--- src/design/mbp_pkg.sv ---
// Shared types and constants for the MSB-first bit packer.
// Used by every module of the block and by its checker; depends on nothing.
package mbp_pkg;

    localparam int unsigned WORD_BITS = 32;
    localparam int unsigned BYTE_BITS = 8;
    localparam logic [5:0]  FULL_FREE = 6'd32;

    localparam logic CMD_APPEND = 1'b0;
    localparam logic CMD_FLUSH  = 1'b1;

    typedef logic [WORD_BITS-1:0] t_word;
    typedef logic [2:0]           t_bcnt;

    typedef struct packed {
        logic       command;
        t_word      value;
        logic [5:0] bit_count;
    } t_in_beat;

    typedef struct packed {
        logic [BYTE_BITS-1:0] out_byte;
        logic                 last;
    } t_out_beat;

    // A finished word handed from the packing stage to the byte serializer.
    typedef struct packed {
        logic  valid;
        t_word word;
        t_bcnt cnt;
    } t_load;

endpackage

--- src/design/msb_first_bit_packer_top.sv ---
// Top level of the MSB-first bit packer.
// Depends on mbp_pkg, mbp_pack and mbp_ser.
//
// The packer takes one command beat per cycle while its input is not
// stalled: an append of 0 to 32 bits (counts above 32 are treated as 32,
// value bits above the count are ignored) or a flush. Bits fill a 32-bit
// word from the top down. Once a word is complete and more bits arrive, it
// leaves as four byte beats, high byte first; a flush sends the bytes that
// hold written bits, rounded up to whole bytes, and clears the word. The
// last byte beat caused by one command carries last. An accepted command
// sits in the input register while the packing logic works out the new word
// and any bytes it yields; those bytes are loaded into the output buffer as
// the command leaves the input register, and the output buffer offers them
// as byte beats. Commands that yield no bytes go through at one per cycle
// without waiting. A command that yields bytes waits in the input register,
// stalling the input, until the output buffer is empty or its final byte is
// being taken. A full word then holds the single output byte port for four
// byte beats, so the byte port, not the packing logic, sets the rate
// whenever words complete faster than the byte port can send their bytes.
module msb_first_bit_packer_top (
    input  logic               i_clk,
    input  logic               i_rst_n,
    input  logic               i_valid,
    output logic               o_stall,
    input  mbp_pkg::t_in_beat  i_in,
    output logic               o_valid,
    input  logic               i_stall,
    output mbp_pkg::t_out_beat o_out
);

    mbp_pkg::t_load load;
    logic           ser_free;

    // Packing stage: holds the accumulator and turns each command into a
    // new state and, where needed, a word with a byte count.
    mbp_pack u_pack (
        .i_clk      (i_clk),
        .i_rst_n    (i_rst_n),
        .i_valid    (i_valid),
        .i_in       (i_in),
        .o_stall    (o_stall),
        .i_ser_free (ser_free),
        .o_load     (load)
    );

    // Output buffer: sends the loaded word one byte beat at a time.
    mbp_ser u_ser (
        .i_clk   (i_clk),
        .i_rst_n (i_rst_n),
        .i_load  (load),
        .o_free  (ser_free),
        .o_valid (o_valid),
        .i_stall (i_stall),
        .o_out   (o_out)
    );

endmodule

--- src/design/mbp_pack.sv ---
// Input register, accumulator state and the single-pass packing logic.
// Depends on mbp_pkg; hands finished words to mbp_ser.
module mbp_pack (
    input  logic              i_clk,
    input  logic              i_rst_n,
    input  logic              i_valid,
    input  mbp_pkg::t_in_beat i_in,
    output logic              o_stall,
    input  logic              i_ser_free,
    output mbp_pkg::t_load    o_load
);

    logic              r_in_valid;
    mbp_pkg::t_in_beat r_in;
    mbp_pkg::t_word    r_acc;
    logic [5:0]        r_free;

    mbp_pkg::t_word n_acc;
    logic [5:0]     n_free;

    logic [5:0]     n_bits;
    logic [32:0]    mask33;
    mbp_pkg::t_word vmask;
    logic [5:0]     sh_fit;
    logic [5:0]     spill;
    logic [5:0]     sh_new;
    logic [5:0]     used;
    logic [6:0]     used_rnd;
    logic           needs_out;
    logic           advance;
    mbp_pkg::t_word out_word;
    mbp_pkg::t_bcnt out_cnt;

    always_comb begin
        n_bits   = (r_in.bit_count > mbp_pkg::FULL_FREE) ? mbp_pkg::FULL_FREE
                                                         : r_in.bit_count;
        mask33   = (33'd1 << n_bits) - 33'd1;
        vmask    = r_in.value & mask33[31:0];
        sh_fit   = r_free - n_bits;
        spill    = n_bits - r_free;
        sh_new   = mbp_pkg::FULL_FREE - spill;
        used     = mbp_pkg::FULL_FREE - r_free;
        used_rnd = {1'b0, used} + 7'd7;

        n_acc     = r_acc;
        n_free    = r_free;
        needs_out = 1'b0;
        out_word  = r_acc;
        out_cnt   = 3'd4;

        if (r_in.command == mbp_pkg::CMD_FLUSH) begin
            if (r_free != mbp_pkg::FULL_FREE) begin
                needs_out = 1'b1;
                out_cnt   = used_rnd[5:3];
                n_acc     = '0;
                n_free    = mbp_pkg::FULL_FREE;
            end
        end else if (r_free >= n_bits) begin
            n_acc  = r_acc | (vmask << sh_fit);
            n_free = sh_fit;
        end else begin
            // The upper part of the field completes the word; the rest starts the next one.
            needs_out = 1'b1;
            out_word  = r_acc | (vmask >> spill);
            n_acc     = vmask << sh_new;
            n_free    = sh_new;
        end
    end

    assign advance = r_in_valid && (!needs_out || i_ser_free);
    assign o_stall = r_in_valid && !advance;

    assign o_load.valid = advance && needs_out;
    assign o_load.word  = out_word;
    assign o_load.cnt   = out_cnt;

    always_ff @(posedge i_clk) begin
        if (!i_rst_n) begin
            r_in_valid <= 1'b0;
            r_acc      <= '0;
            r_free     <= mbp_pkg::FULL_FREE;
        end else begin
            if (!o_stall) begin
                r_in_valid <= i_valid;
            end
            if (advance) begin
                r_acc  <= n_acc;
                r_free <= n_free;
            end
        end
    end

    always_ff @(posedge i_clk) begin
        if (i_valid && !o_stall) begin
            r_in <= i_in;
        end
    end

endmodule

--- src/design/mbp_ser.sv ---
// Output word buffer that sends a finished word as bytes, high byte first.
// Depends on mbp_pkg; loaded by mbp_pack.
module mbp_ser (
    input  logic               i_clk,
    input  logic               i_rst_n,
    input  mbp_pkg::t_load     i_load,
    output logic               o_free,
    output logic               o_valid,
    input  logic               i_stall,
    output mbp_pkg::t_out_beat o_out
);

    mbp_pkg::t_word r_word;
    mbp_pkg::t_bcnt r_cnt;

    // The buffer can take a new word now or as the final byte leaves.
    assign o_free = (r_cnt == 3'd0) || (r_cnt == 3'd1 && !i_stall);

    assign o_valid        = (r_cnt != 3'd0);
    assign o_out.out_byte = r_word[31:24];
    assign o_out.last     = (r_cnt == 3'd1);

    always_ff @(posedge i_clk) begin
        if (!i_rst_n) begin
            r_cnt <= '0;
        end else if (i_load.valid) begin
            r_cnt <= i_load.cnt;
        end else if (o_valid && !i_stall) begin
            r_cnt <= r_cnt - 3'd1;
        end
    end

    always_ff @(posedge i_clk) begin
        if (i_load.valid) begin
            r_word <= i_load.word;
        end else if (o_valid && !i_stall) begin
            r_word <= {r_word[23:0], 8'h00};
        end
    end

endmodule

--- config.mk ---
export PLATFORM = sky130hd
export DESIGN_NAME = msb_first_bit_packer_top
export DESIGN_NICKNAME = d
export VERILOG_FILES = /design/src/design/mbp_pkg.sv /design/src/design/msb_first_bit_packer_top.sv /design/src/design/mbp_pack.sv /design/src/design/mbp_ser.sv
export SDC_FILE = /design/constraint.sdc
export NUM_CORES = 1
export LEC_CHECK = 0
export BUFFER_PORTS_ARGS = -buffer_cell sky130_fd_sc_hd__buf_2
export CORE_ASPECT_RATIO = 0.6
export CORE_MARGIN = 4
export CORE_UTILIZATION = 50
export DETAILED_ROUTE_END_ITERATION = 8
export PLACE_DENSITY_LB_ADDON = 0.08
export SYNTH_ARGS = -nofsm -noshare
export SYNTH_HDL_FRONTEND = slang
export SYNTH_SLANG_ARGS = --single-unit
--- constraint.sdc ---
create_clock -name i_clk -period 5.44 [get_ports i_clk]
set_input_delay 0.816 -clock i_clk [delete_from_list [all_inputs] [get_ports i_clk]]
set_output_delay 0.816 -clock i_clk [all_outputs]
set_load 0.01 [all_outputs]
Word-level counts from Yosys, hierarchy flattened:

Cells that the tools add are included.

* bits in registers: 113
* logic and storage cells: 61

* bitwise operators: 3
* equality and inequality tests: 3
* reduce and logical (&&, ||, !) cells: 16
* add/subtract/negate cells: 7
* muxes and demuxes: 18
* order comparisons: 2
* shift-type cells: 4

Operator list (number)
* $mux 32: 7
* $or 32x32->32: 2
* $shl 32x6->32: 2
* $and 32x32->32: 1
* $shl 1x6->32 const A: 1
* $shr 32x6->32: 1
* $sub 32x1->32 const B: 1
* $mux 6: 4
* $mux 3: 4
* $sub 6x6->6: 2
* $sub 6x6->6 const A: 2
* $add 6x3->6 const B: 1
* $ge 6x6->1: 1
* $gt 6x6->1 const B: 1
* $logic_and 1x1->1: 6
* $ne 6x6->1 const B: 1
* $logic_not 1->1: 4
* $eq 3x1->1 const B: 1
* $logic_not 3->1: 1
* $mux 1: 3
* $reduce_bool 3->1: 1
* $sub 3x1->3 const B: 1
* $logic_or 1x1->1: 2
* $ne 2x2->1 const B: 1
* other kinds (2): 2

Depth between registers and ports, before layout:

Gate-level depths: netlist of run 1.

* depth in word-level cells: 12
* mapped depth: 22
* mapped depth without buffers: 15

By module:

Synthesis of run 1 repeated with hierarchy kept, for this count alone.

* cells, all modules: 1356
* area total of the unflattened synthesis: 10976.8 µm²

By module, submodules not included
* mbp_pack: cells an instance 1252, times used 1, area an instance 9382.7 µm²
* mbp_ser: cells an instance 104, times used 1, area an instance 1594.0 µm²

Least setup slack after synthesis of run 1:

No wires, ideal clock.

* path kind: reg2reg
* start: register u_pack.r_in[5] (netlist name)
* end: register u_pack.r_acc[28]
* setup slack: 0.459 ns
* data required time: 5.311 ns
* library setup time: 0.129 ns
* arrival: 4.852 ns
* stages on the path, launching flop included: 22
* period minus slack after synthesis: 4.981 ns
* cells stage by stage: edfxtp_1 buf_4 buf_2 buf_2 buf_2 inv_1 nand2_1 ha_1 inv_1 fa_1 clkbuf_1 clkinv_1 clkbuf_1 ha_1 xnor2_1 buf_2 nand2_1 o32ai_2 mux2i_1 mux2_2 a221oi_1 nor4_2

* word-level cells in the longest chain between the ends: 9
* elaborated cells between the ends (all ways): 20
* those cells by class: 4 x add/sub; 2 x order compare; 3 x shift; 5 x mux; 2 x bitwise; 4 x reduce/logical

Ends and longest elaborated chain
* from (decl): RTL line mbp_pack.sv:14 `mbp_pkg::t_in_beat r_in;`
* from (signal assigned): RTL line mbp_pack.sv:95 `r_in <= i_in;`
* $gt 6x6->1: RTL line mbp_pack.sv:35 `n_bits = (r_in.bit_count > mbp_pkg::FULL_FREE) ? mbp_pkg::FULL_FREE`
* $mux 6 *: RTL line mbp_pack.sv:35
* $shl 1x6->32 or $ge 6x6->1 (tied branches): RTL line mbp_pack.sv:37, mbp_pack.sv:58
* $sub 32x1->32 or $mux 1 (tied branches): RTL line mbp_pack.sv:37, mbp_pack.sv:58
* $and 32x32->32 or $mux 1 (tied branches): RTL line mbp_pack.sv:38, mbp_pack.sv:51
* $shl 32x6->32 or $logic_not 1->1 (tied branches): RTL line mbp_pack.sv:59, mbp_pack.sv:70
* $or 32x32->32 or $logic_or 1x1->1 (tied branches): RTL line mbp_pack.sv:59, mbp_pack.sv:70
* $mux 32 or $logic_and 1x1->1 (tied branches): RTL line mbp_pack.sv:58, mbp_pack.sv:70
* $mux 32 or $reduce_and 2->1 (tied branches)
* to (signal assigned): RTL line mbp_pack.sv:87 `r_acc <= n_acc;`
* to (decl): RTL line mbp_pack.sv:15 `mbp_pkg::t_word r_acc;`

Mark *: on every way between the ends. The rest lies on a longest branch, timed or not.
A chain may end at the register's enable or synchronous reset.

Worst setup path after layout of run 1:

* start: register u_pack.r_in[3] (netlist name)
* end: register u_pack.r_acc[29]

The elaborated chain is that of the path after synthesis.

==> key figures, run 1 <==
Placed design
  – Detailed Place HPWL: around 40000 um
  – Port Buf Inserts: between 50 and 60
  – Routability cong.: between 1 and 1.5

Worst setup path
  – Reg-to-reg slack, setup: around 0.52 ns
  – Worst r2r src: u_pack.r_in[3]
  – Buf/Inv on CP: 1
  – Critical path cell sequence: buf_4 > nor2_1 > nand2_1 > ha_1 > o31ai_2 > mux2i_1 > o2bb2ai_1 > mux2i_1 > o211ai_1 > a2111oi_0 > o221a_2
  – Crit path kind: reg -> reg
  – Family with the most delay on the worst path: compound AO/OA/AOI/OAI gates
  – Crit-path most repeated cell: mux2i_1
  – Worst path max stage delay: approximately 0.7 ns
  – CP Launch Type: register
  – Crit-path slowest cell: mux2i_1
  – Setup crit start: u_pack.r_in[3]
  – Highest fanout seen on the critical path: 32
  – Worst r2r dst: u_pack.r_acc[29]
  – Worst R2R Path Depth: 11
  – CP endpoint kind: register
  – Worst EP required: 5.84 ns
  – CP arrival: about 5.3 ns

Hold path
  – Hold Crit Class: reg -> reg
  – Hold path endpoint: u_pack.r_acc[1]
  – HP Start: u_pack.r_acc[1]
  – Worst Hold Depth: 2

Floorplan
  – Core area: between 20000 and 25000 um2
  – Die Y: roughly 120 um
  – I/O Pins: 54
  – Die W: a little over 200 um
  – Initial Util: roughly 51%
  – Die area: ~25000 um2
  – FP Rows: 42

Synth
  – Fraction of registers with async set/reset: 0%
  – Synthesized flop and latch total: ~110
  – Ys Warns: 0
  – Register area share after synthesis: a little over a quarter
  – Synth cell types: 105
  – Dominant cells by area after synthesis: edfxtp_1, dfxtp_1, nand2_1, a21oi_1, nor2_1
  – Post-synth top area share: 18.90%
  – Yosys top cell by area: edfxtp_1
  – Post-synth EDFFs: 71
  – Netlist Area Pre-Place: ~11000 um2
  – Most used DFF post-synth: edfxtp_1
  – Synth Net Count: around 1.5k
  – Mean cell area of the mapped netlist: roughly 8 um2
  – Cells after Synth: 1389

GRT
  – GRT met2 Usage: 50.52%
  – Initial antenna violation count: 1
  – First-pass GRT wire length: roughly 75000 um
  – Routing usage on met3: about 20%
  – GRT Total Usage: 39.62%
  – GRT met1 Usage: a little under three fifths
  – Gr busiest metal: met1
  – Largest net degree at the start of global routing: a little over 60
  – Gr ovfl total: 0
  – Vias in the first global route: ~11k

Detailed routing
  – Iter 0 DRT Violations: between 2k and 3k
  – Total number of vias: roughly 13k
  – Via-to-Cell Ratio: about 7.4
  – Final ANT Viol Nets: 0
  – DRT Pass-1 Iters: 6
  – Total Wirelength: just over 50000 um
  – Residual DRC: 0
  – Routed len/inst: ~30 um

CTS
  – # hold bufs at CTS: 0
  – Clock Sinks: 113
  – Post-CTS setup buffers: 0
  – CTS Buffer Depth: 2
  – CTS Buf Count: 17
  – TritonCTS clock tree: built
  – Post-CTS Resized: 0
  – H-tree depth: 4
  – Root Driver: clkbuf_16
  – Clk slew on worst S/H paths: about 0.06 ns
  – Worst-Skew Late Latency: 0.45 ns

Layout
  – Area grow syn2layout: 10.32%
  – FILL cells: around 2.1k
  – Seq. cell area: 2973 um2
  – Fin nets: approximately 1.5k
  – Commonest non-fill, non-tap cell in the layout: nand2_1
  – Layout cell share with drive strength beyond 1: ~17%
  – Inserted Diodes: 0
  – Core Util, Final: a little under three fifths
  – Commonest cells after routing, fill and taps aside: nand2_1, nor2_1, a21oi_1
  – Area occupied by multi-input gates: between 7000 and 8000 um2

Timing
  – Final period util: approximately 90%
  – RSZ-0062 raised after global routing: no
  – Final setup vio count: 0
  – Max Slew Vio Count: 0
  – Rel. slew slack: about a fifth
  – Final setup TNS: 0 ns
  – Tmin final: between 4 and 5 ns
  – Worst-Margin Slew: roughly 1.2 ns
  – Final Skew: ~0.011 ns
  – Final hold viol count: 0
  – Max Clk Rate: about 0.2 GHz

Pwr
  – PwrDens: between 400 and 500 nW/um2
  – LEAKAGE: approximately 4.5 nW
  – Peak supply drop: between 0.0003 and 0.0004 V
  – Total Power: 5.612 mW

Run status
  – Status: finished clean

Job
  – Max Cap Viol: 0
routing by layer:
metal | wire, um | part of all wire (%) | up-vias
met1 | 21570 | 42 | 6042
met2 | 19420 | 38 | 1066
met3 | 9236 | 18 | 110
li1 | - | - | 5411
met5 | 84 | 0.16 | -
met4 | 1392 | 2.7 | 4
worst max path at each step:
stage	slack [ns]	to	cells after the start
2_1_floorplan	0.46	u_pack.r_acc[28]	21
3_3_place_gp	0.71	u_pack.r_acc[29]	11
3_5_place_dp	0.79	u_pack.r_acc[29]	11
4_1_cts	0.77	u_pack.r_acc[29]	11
5_1_grt	0.38	u_pack.r_acc[29]	11
6_report	0.52	u_pack.r_acc[29]	11
cell families after synthesis:
logic type	share of synthesized area, %
fa+ha+maj	2.351
mux	9.725
buf+inv	5.777
simple gates	22.11
compound gates	31.95
xor+xnor	1.741
flops	26.35
metrics by stage:
stage | hold WS, ns | worst slack [ns] | std cells | area, um2
global route | 0.4883 | 0.3773 | 1710 | 12450
floorplan | 0.4241 | 0.4586 | 1389 | 11280
global placement | 0.4649 | 0.7119 | 1678 | 11860
CTS | 0.4748 | 0.7653 | 1710 | 12450
finish | 0.4786 | 0.5229 | 1710 | 12450
detailed placement | 0.4657 | 0.7881 | 1678 | 11860
layout make-up:
cell class / count / area share, %
tap: 308 / 3.096
inverter: 27 / 0.8141
timing repair buffer: 107 / 5.387
clock inverter: 15 / 1.287
clock buffer: 17 / 3.417
multi-input combinational: 1123 / 62.12
sequential: 113 / 23.88
tightest hold or removal path, delay by kind of cell (launching register included):
kind	cells	cell delay, ns
compound gates	1	0.05
simple gates	1	0.06
flops	1	0.32
cell usage after synthesis (15+ instances only):
library cell,number
a211oi_1,34
a21oi_1,86
a31oi_1,28
buf_2,20
clkbuf_1,85
dfxtp_1,42
edfxtp_1,71
ha_1,18
inv_1,25
mux2_2,30
mux2i_1,40
nand2_1,160
nand2b_1,21
nand3_1,43
nand4_1,15
nor2_1,112
nor2b_1,17
nor3_1,46
o211ai_1,44
o21ai_0,72
o22ai_1,17
flip-flops by register name, indices dropped and copies added, names as in the netlist:
name	count
u_ser.r_cnt	3
u_pack.r_free	6
u_ser.r_word	32
u_pack.r_acc	32
u_pack.r_in_valid	1
u_pack.r_in	39
power breakdown:
part | switching, mW | total, mW | internal [mW]
Combinational | 2.19 | 3.21 | 1.03
Sequential | 0.125 | 1.25 | 1.13
Clock | 0.467 | 1.14 | 0.677
Total | 2.78 | 5.61 | 2.83
Note: power is estimated with default switching activity, not from simulation.
==> inputs of run 2 (changes only) <==
--- a/config.mk
+++ b/config.mk
@@ -10,7 +10,9 @@
 export CORE_MARGIN = 4
 export CORE_UTILIZATION = 50
 export DETAILED_ROUTE_END_ITERATION = 8
+export GPL_ROUTABILITY_DRIVEN = 1
 export PLACE_DENSITY_LB_ADDON = 0.08
 export SYNTH_ARGS = -nofsm -noshare
 export SYNTH_HDL_FRONTEND = slang
+export SYNTH_HIERARCHICAL = 1
 export SYNTH_SLANG_ARGS = --single-unit
==> constraint.sdc (replaced) <==
create_clock -name i_clk -period 5.65 [get_ports i_clk]
set_input_delay 0.8475 -clock i_clk [delete_from_list [all_inputs] [get_ports i_clk]]
set_output_delay 0.8475 -clock i_clk [all_outputs]
set_load 0.01 [all_outputs]
==> key figures, run 2 <==
Floorplan
  – Initial Util: 51.56% (+0.56 points)
  – Core area: 21290 um2 (-3.8%)
  – Die W: 199.3 um (-1.3%)
  – Die area: 24470 um2 (-2.6%)
  – FP Rows: 41 (-2.4%)
  – Die Y: 122.8 um (-1.3%)
  – I/O Pins: 54 (unchanged)

Synth
  – Register area share after synthesis: 27.08% (+0.74 points)
  – Synthesized flop and latch total: 113 (unchanged)
  – Post-synth EDFFs: 71 (unchanged)
  – Synth Net Count: 1417 (-2.4%)
  – Count leader, synth: nor2_1
  – Yosys top cell by area: edfxtp_1
  – Dominant cells by area after synthesis: edfxtp_1, dfxtp_1, mux2i_1, a21oi_1, nor2_1
  – Ys Warns: 6 (+6)
  – Synth cell types: 104 (-0.95%)
  – Mean cell area of the mapped netlist: 8.095 um2 (-0.35%)
  – Cells after Synth: 1356 (-2.4%)
  – Netlist Area Pre-Place: 10980 um2 (-2.7%)
  – Fraction of registers with async set/reset: 0% (unchanged)
  – Most used DFF post-synth: edfxtp_1
  – Post-synth top area share: 19.42% (+0.53 points)
  – Post-synth top cells: nor2_1, nand2_1, a21oi_1

Run status
  – Status: finished clean

CTS
  – H-tree depth: 4 (unchanged)
  – TritonCTS clock tree: built
  – Post-CTS setup buffers: 0 (unchanged)
  – Post-CTS Resized: 0 (unchanged)
  – CTS Buffer Depth: 2 (unchanged)
  – Root Driver: clkbuf_16
  – Clock Sinks: 113 (unchanged)
  – # hold bufs at CTS: 0 (unchanged)
  – Clk slew on worst S/H paths: 0.06 ns (about the same)
  – Worst-Skew Late Latency: 0.44 ns (about the same)
  – CTS Buf Count: 17 (unchanged)

Layout
  – Fin nets: 1417 (-2.4%)
  – Top Registers: u_pack/r_in (39), u_pack/r_acc (32), u_ser/r_word (32)
  – Commonest cells after routing, fill and taps aside: nor2_1, nand2_1, a21oi_1
  – Seq. cell area: 2973 um2 (unchanged)
  – Top reg by flops: u_pack/r_in
  – Area grow syn2layout: 10.07%
  – Area occupied by multi-input gates: 7352 um2 (-4.9%)
  – Core Util, Final: 56.75% (+0.48 points)
  – Commonest non-fill, non-tap cell in the layout: nor2_1
  – Largest register FFs: 39 (unchanged)
  – Layout cell share with drive strength beyond 1: 13.66% (-3.5 points)
  – FILL cells: 1980 (-3.4%)

Worst setup path
  – Highest fanout seen on the critical path: 20 (-38%)
  – CP Launch Type: register
  – CP arrival: 5.47 ns (+0.15 ns)
  – CP endpoint kind: register
  – Worst EP required: 5.96 ns (+0.12 ns)
  – Worst r2r src: u_pack/r_in[3]
  – Reg-to-reg slack, setup: 0.49 ns (-0.03 ns)
  – Crit path kind: reg -> reg
  – Worst path max stage delay: 0.92 ns (+0.22 ns)
  – Worst r2r dst: u_pack/r_acc[30]
  – Worst R2R Path Depth: 12 (+1)
  – Crit-path slowest cell: a31oi_1
  – Crit-path most repeated cell: a21oi_1
  – Critical path cell sequence: buf_4 > nor4_1 > nand3_1 > ha_1 > o31ai_4 > xnor2_1 > a31oi_1 > a211oi_1 > a21oi_1 > a221oi_1 > a2111oi_0 > a21oi_1

Timing
  – Final setup TNS: 0 ns (unchanged)
  – Final hold slack: 0.4848 ns (+0.006148 ns)
  – Tmin final: 5.162 ns (+0.2449 ns)
  – Final Skew: 0.01201 ns (+0.0006420 ns)
  – Setup WS post-layout: 0.4880 ns (-0.03485 ns)
  – RSZ-0062 raised after global routing: no
  – Max Slew Vio Count: 0 (unchanged)
  – Final period util: 91.36% (+0.97 points)
  – Final setup vio count: 0 (unchanged)
  – Final hold viol count: 0 (unchanged)
  – Worst-Margin Slew: 1.225 ns (+0.01537 ns)
  – Rel. slew slack: 17.97% (-0.66 points)
  – Max Clk Rate: 0.1937 GHz (-4.7%)

Hold path
  – HP Start: u_pack/r_acc[13]
  – Hold Crit Class: reg -> reg
  – Hold path endpoint: u_pack/r_acc[13]
  – Worst Hold Depth: 2 (unchanged)

Detailed routing
  – Final ANT Viol Nets: 0 (unchanged)
  – Residual DRC: 0 (unchanged)
  – Iter 0 DRT Violations: 2318 (-13%)
  – DRT Pass-1 Iters: 8 (+2)
  – Total Wirelength: 47660 um (-7.8%)
  – Total number of vias: 11.95k (-5.4%)
  – Via-to-Cell Ratio: 7.240 (-2.0%)
  – Routed len/inst: 28.89 um (-4.5%)

Placed design
  – Port Buf Inserts: 53 (unchanged)
  – DP Worst Slack: 0.9526 ns (+0.1645 ns)
  – Routability cong.: 1.092 (-0.25%)
  – Detailed Place HPWL: 37040 um (-8.2%)

Job
  – Max Cap Viol: 0 (unchanged)

Pwr
  – Peak supply drop: 0.0002401 V (-21%)
  – LEAKAGE: 4.700 nW (+3.5%)
  – PwrDens: 400.9 nW/um2 (-11%)
  – Total Power: 4.843 mW (-14%)

GRT
  – Gr ovfl total: 0 (unchanged)
  – Initial antenna violation count: 0 (-1)
  – Vias in the first global route: 10.47k (-6.8%)
  – Largest net degree at the start of global routing: 55 (-9.8%)
  – GRT Total Usage: 38.74% (-0.88 points)
  – First-pass GRT wire length: 69750 um (-7.2%)
-- run 2: cell count changes after synthesis, moves of 11 or more --
cell / previous run / this run
a21oi_1: 86 / 101
a32oi_1: 13 / 2
clkbuf_1: 85 / 70
inv_1: 25 / 38
mux2_1: 1 / 24
mux2_2: 30 / 10
mux2i_1: 40 / 57
nand2_1: 160 / 110
-- run 2: stage by stage --
stage               instances  instance area, um2
finish                   1650               12080
global route             1648               12080
CTS                      1648               12080
detailed placement       1616               11450
global placement         1616               11450
floorplan                1356               10980
-- run 2: routing by layer --
metal | vias to the layer above | part of all wire (%) | global-route usage, %
met3 | 83 | 18 | 20.93
met2 | 1015 | 35 | 45.92
met1 | 5660 | 44 | 57.96
li1 | 5188 | - | -
met5 | - | 0 | 0
met4 | 0 | 2.9 | 11.74
-- run 2: report_power, final --
group | internal (mW) | total, mW | switching (mW)
logic | 0.814 | 2.54 | 1.73
clock network | 0.733 | 1.17 | 0.435
registers | 1.05 | 1.14 | 0.0813
-- run 2: cell families (layout without fill, tap and decap cells) --
logic type | Yosys count | after routing | share of synthesized area, %
other | 0 | 2 | 0
flip-flops | 113 | 113 | 27.08
multiplexers | 102 | 102 | 10.79
adder cells (fa/ha/maj) | 18 | 18 | 2.189
XOR/XNOR | 24 | 24 | 2.360
AO/OA/AOI/OAI | 486 | 486 | 30.48
buffers and inverters | 160 | 173 | 6.463
AND/OR/NAND/NOR | 453 | 453 | 20.63
-- run 2: cell type report --
type	instances	area share, %
Clock inverter	5	0.4971
Multi-Input combinational cell	1083	60.85
Timing Repair Buffer	101	5.178
Tap cell	279	2.889
Antenna cell	2	0.04142
Inverter	40	1.243
Clock buffer	27	4.691
Sequential cell	113	24.61
-- run 2: worst max-delay path by stage --
stage                        start                to
global placement    u_pack/r_in[2]   u_ser/r_word[5]
detailed placement  u_pack/r_in[3]   u_ser/r_word[6]
global route        u_pack/r_in[3]  u_pack/r_acc[30]
CTS                 u_pack/r_in[4]           o_stall
finish              u_pack/r_in[3]  u_pack/r_acc[30]
floorplan           u_pack/r_in[5]    u_pack/r_in[0]
-- run 2: critical path: cells and delay by family, from the launching register on --
family / cells / cell delay (ns)
xor+xnor: 1 / 0.14
buf+inv: 1 / 0.25
simple gates: 2 / 0.83
flops: 1 / 0.45
compound gates: 7 / 2.77
fa+ha+maj: 1 / 0.56
==> inputs of run 3 (changes only) <==
--- a/config.mk
+++ b/config.mk
@@ -5,6 +5,7 @@
 export SDC_FILE = /design/constraint.sdc
 export NUM_CORES = 1
 export LEC_CHECK = 0
+export ABC_AREA = 1
 export BUFFER_PORTS_ARGS = -buffer_cell sky130_fd_sc_hd__buf_2
 export CORE_ASPECT_RATIO = 0.6
 export CORE_MARGIN = 4
==> key figures, run 3 <==
Run status
  – Status: finished clean

Synth
  – Most used DFF post-synth: edfxtp_1
  – Register area share after synthesis: 26.73% (-0.35 points)
  – Post-synth EDFFs: 71 (unchanged)
  – Synth Net Count: 1889 (+33%)
  – Synthesized flop and latch total: 113 (unchanged)
  – Cells after Synth: 1828 (+35%)
  – Fraction of registers with async set/reset: 0% (unchanged)
  – Mean cell area of the mapped netlist: 6.084 um2 (-25%)
  – Count leader, synth: nand2_1
  – Post-synth top area share: 20.59% (+1.2 points)
  – Synth cell types: 51 (-51%)
  – Netlist Area Pre-Place: 11120 um2 (+1.3%)
  – Ys Warns: 6 (unchanged)
  – Post-synth top cells: nand2_1, nand3_1, inv_1
  – Yosys top cell by area: nand2_1
  – Dominant cells by area after synthesis: nand2_1, edfxtp_1, nand3_1, dfxtp_1, inv_1

Detailed routing
  – Via-to-Cell Ratio: 6.283 (-13%)
  – DRT Pass-1 Iters: 9 (+1)
  – Top sig layer: met5
  – Met2 WL: 17410 um (+4.5%)
  – Total Wirelength: 48620 um (+2.0%)
  – Residual DRC: 0 (unchanged)
  – Routed len/inst: 23.07 um (-20%)
  – Met3 WL: 9029 um (+3.2%)
  – Iter 0 DRT Violations: 2459 (+6.1%)
  – Total number of vias: 13.24k (+11%)
  – Met1 wire length: 21240 um (+1.9%)
  – Final ANT Viol Nets: 0 (unchanged)

Floorplan
  – I/O Pins: 54 (unchanged)
  – Die area: 24770 um2 (+1.2%)
  – Die Y: 123.5 um (+0.61%)
  – FP Rows: 41 (unchanged)
  – Die W: 200.5 um (+0.62%)
  – Initial Util: 51.86% (+0.30 points)
  – Core area: 21440 um2 (+0.72%)

Worst setup path
  – Worst path max stage delay: 0.67 ns (-0.25 ns)
  – Worst R2R Path Depth: 20 (+8)
  – CP arrival: 3.62 ns (-1.85 ns)
  – Highest fanout seen on the critical path: 16 (-20%)
  – Crit path kind: reg -> out
  – CP Launch Type: register
  – Worst EP required: 4.80 ns (-1.16 ns)
  – CP endpoint kind: output port
  – Crit-path slowest cell: nor2_2
  – Critical path cell sequence: nor2_2 > ha_1 > inv_1 > o21bai_1 > inv_1 > o21ai_1 > a41oi_1 > o21ai_2 > o21bai_1 > nand2_1 > nor2_1 > buf_2

Timing
  – Worst-Margin Slew: 1.214 ns (-0.01073 ns)
  – Tmin final: 4.467 ns (-0.6948 ns)
  – Final Skew: 0.01416 ns (+0.002152 ns)
  – Rel. slew slack: 18.98% (+1.0 points)
  – Final setup vio count: 0 (unchanged)
  – Final hold slack: 0.4626 ns (-0.02219 ns)
  – Max Slew Vio Count: 0 (unchanged)
  – RSZ-0062 raised after global routing: no
  – Final period util: 79.06% (-12 points)
  – Final hold viol count: 0 (unchanged)
  – Max Clk Rate: 0.2239 GHz (+16%)
  – Final setup TNS: 0 ns (unchanged)

Layout
  – Top Registers: u_pack/r_in (39), u_pack/r_acc (32), u_ser/r_word (32)
  – Area grow syn2layout: 8.011%
  – Commonest cells after routing, fill and taps aside: nand2_1, nand3_1, inv_1
  – Fin nets: 1876 (+32%)
  – Largest register FFs: 39 (unchanged)
  – Area occupied by multi-input gates: 7027 um2 (-4.4%)
  – Layout cell share with drive strength beyond 1: 9.409% (-4.3 points)
  – Seq. cell area: 2973 um2 (unchanged)
  – Core Util, Final: 56.02% (-0.73 points)
  – Top reg by flops: u_pack/r_in
  – Commonest non-fill, non-tap cell in the layout: nand2_1
  – FILL cells: 2204 (+11%)

CTS
  – Worst-Skew Late Latency: 0.44 ns (about the same)
  – Clk slew on worst S/H paths: 0.06 ns (about the same)
  – Clock Sinks: 113 (unchanged)
  – Root Driver: clkbuf_16
  – TritonCTS clock tree: built
  – CTS Buffer Depth: 2 (unchanged)
  – # hold bufs at CTS: 0 (unchanged)
  – Post-CTS Resized: 0 (unchanged)
  – CTS Buf Count: 17 (unchanged)
  – H-tree depth: 4 (unchanged)
  – Post-CTS setup buffers: 0 (unchanged)

Hold path
  – Hold Crit Class: reg -> reg
  – Worst Hold Depth: 2 (unchanged)

GRT
  – First-pass GRT wire length: 72180 um (+3.5%)
  – Initial antenna violation count: 1 (+1)
  – Largest net degree at the start of global routing: 40 (-27%)
  – GRT Total Usage: 38.77% (about the same)
  – Gr ovfl total: 0 (unchanged)
  – Vias in the first global route: 11.71k (+12%)

Pwr
  – Peak supply drop: 0.0002735 V (+14%)
  – PwrDens: 588.7 nW/um2 (+47%)
  – LEAKAGE: 5.830 nW (+24%)

Placed design
  – Routability cong.: 1.107 (+1.4%)
  – Port Buf Inserts: 53 (unchanged)
  – Detailed Place HPWL: 38060 um (+2.7%)

Job
  – Max Cap Viol: 0 (unchanged)
## run 3: worst paths after layout
path / startpoint / end / slack (ns)
setup / recovery: u_pack/r_in[5] / o_stall / 1.18
hold / removal: u_pack/r_acc[9] / u_pack/r_acc[9] / 0.46
setup reg to reg: u_pack/r_in[5] / u_ser/r_word[12] / 1.29
hold reg to reg: u_pack/r_acc[9] / u_pack/r_acc[9] / 0.46
## run 3: per-stage QoR
stage	setup WS (ns)	power [mW]	instances	cell area [um2]
detailed placement	1.479	5.672	2075	11390
global route	1.092	7.456	2107	12010
CTS	1.262	6.831	2107	12010
floorplan	2.197	4.362	1828	11120
global placement	1.589	5.676	2075	11390
finish	1.183	7.071	2108	12010
## run 3: layer usage
layer  vias to the layer above  track usage, %
met5                         -           1.984
met3                        77           19.32
met1                      6140           57.60
li1                       6067               -
met4                         2           7.560
met2                       958           49.33
## run 3: kinds of logic after synthesis
family,share of synthesized area (%)
mux,0.1800
buf+inv,10.18
fa+ha+maj,2.160
flops,26.73
compound gates,11.88
xor+xnor,1.496
simple gates,47.37
## run 3: worst max-delay path, delay by kind of cell, from the launching register on
kind,cells,cell delay (ns)
AOI/OAI and AO/OA,5,0.77
adders and majority gates,1,0.48
buffers and inverters,3,0.42
DFF,1,0.59
and+or+nand+nor,3,0.91
## run 3: power breakdown
group          switching [mW]  internal (mW)
Clock                   0.425          0.714
Sequential              0.102           1.13
Combinational            3.45           1.25
## run 3: final cells by class
cell class              count  area share, %
multi-input cells        1450          58.50
flip-flops and latches    113          24.75
inverters                 156          4.958
clock buffers              27          4.896
repair buffers             77          3.708
well taps                 279          2.906
clock inverters             5         0.2604
diodes                      1        0.02083
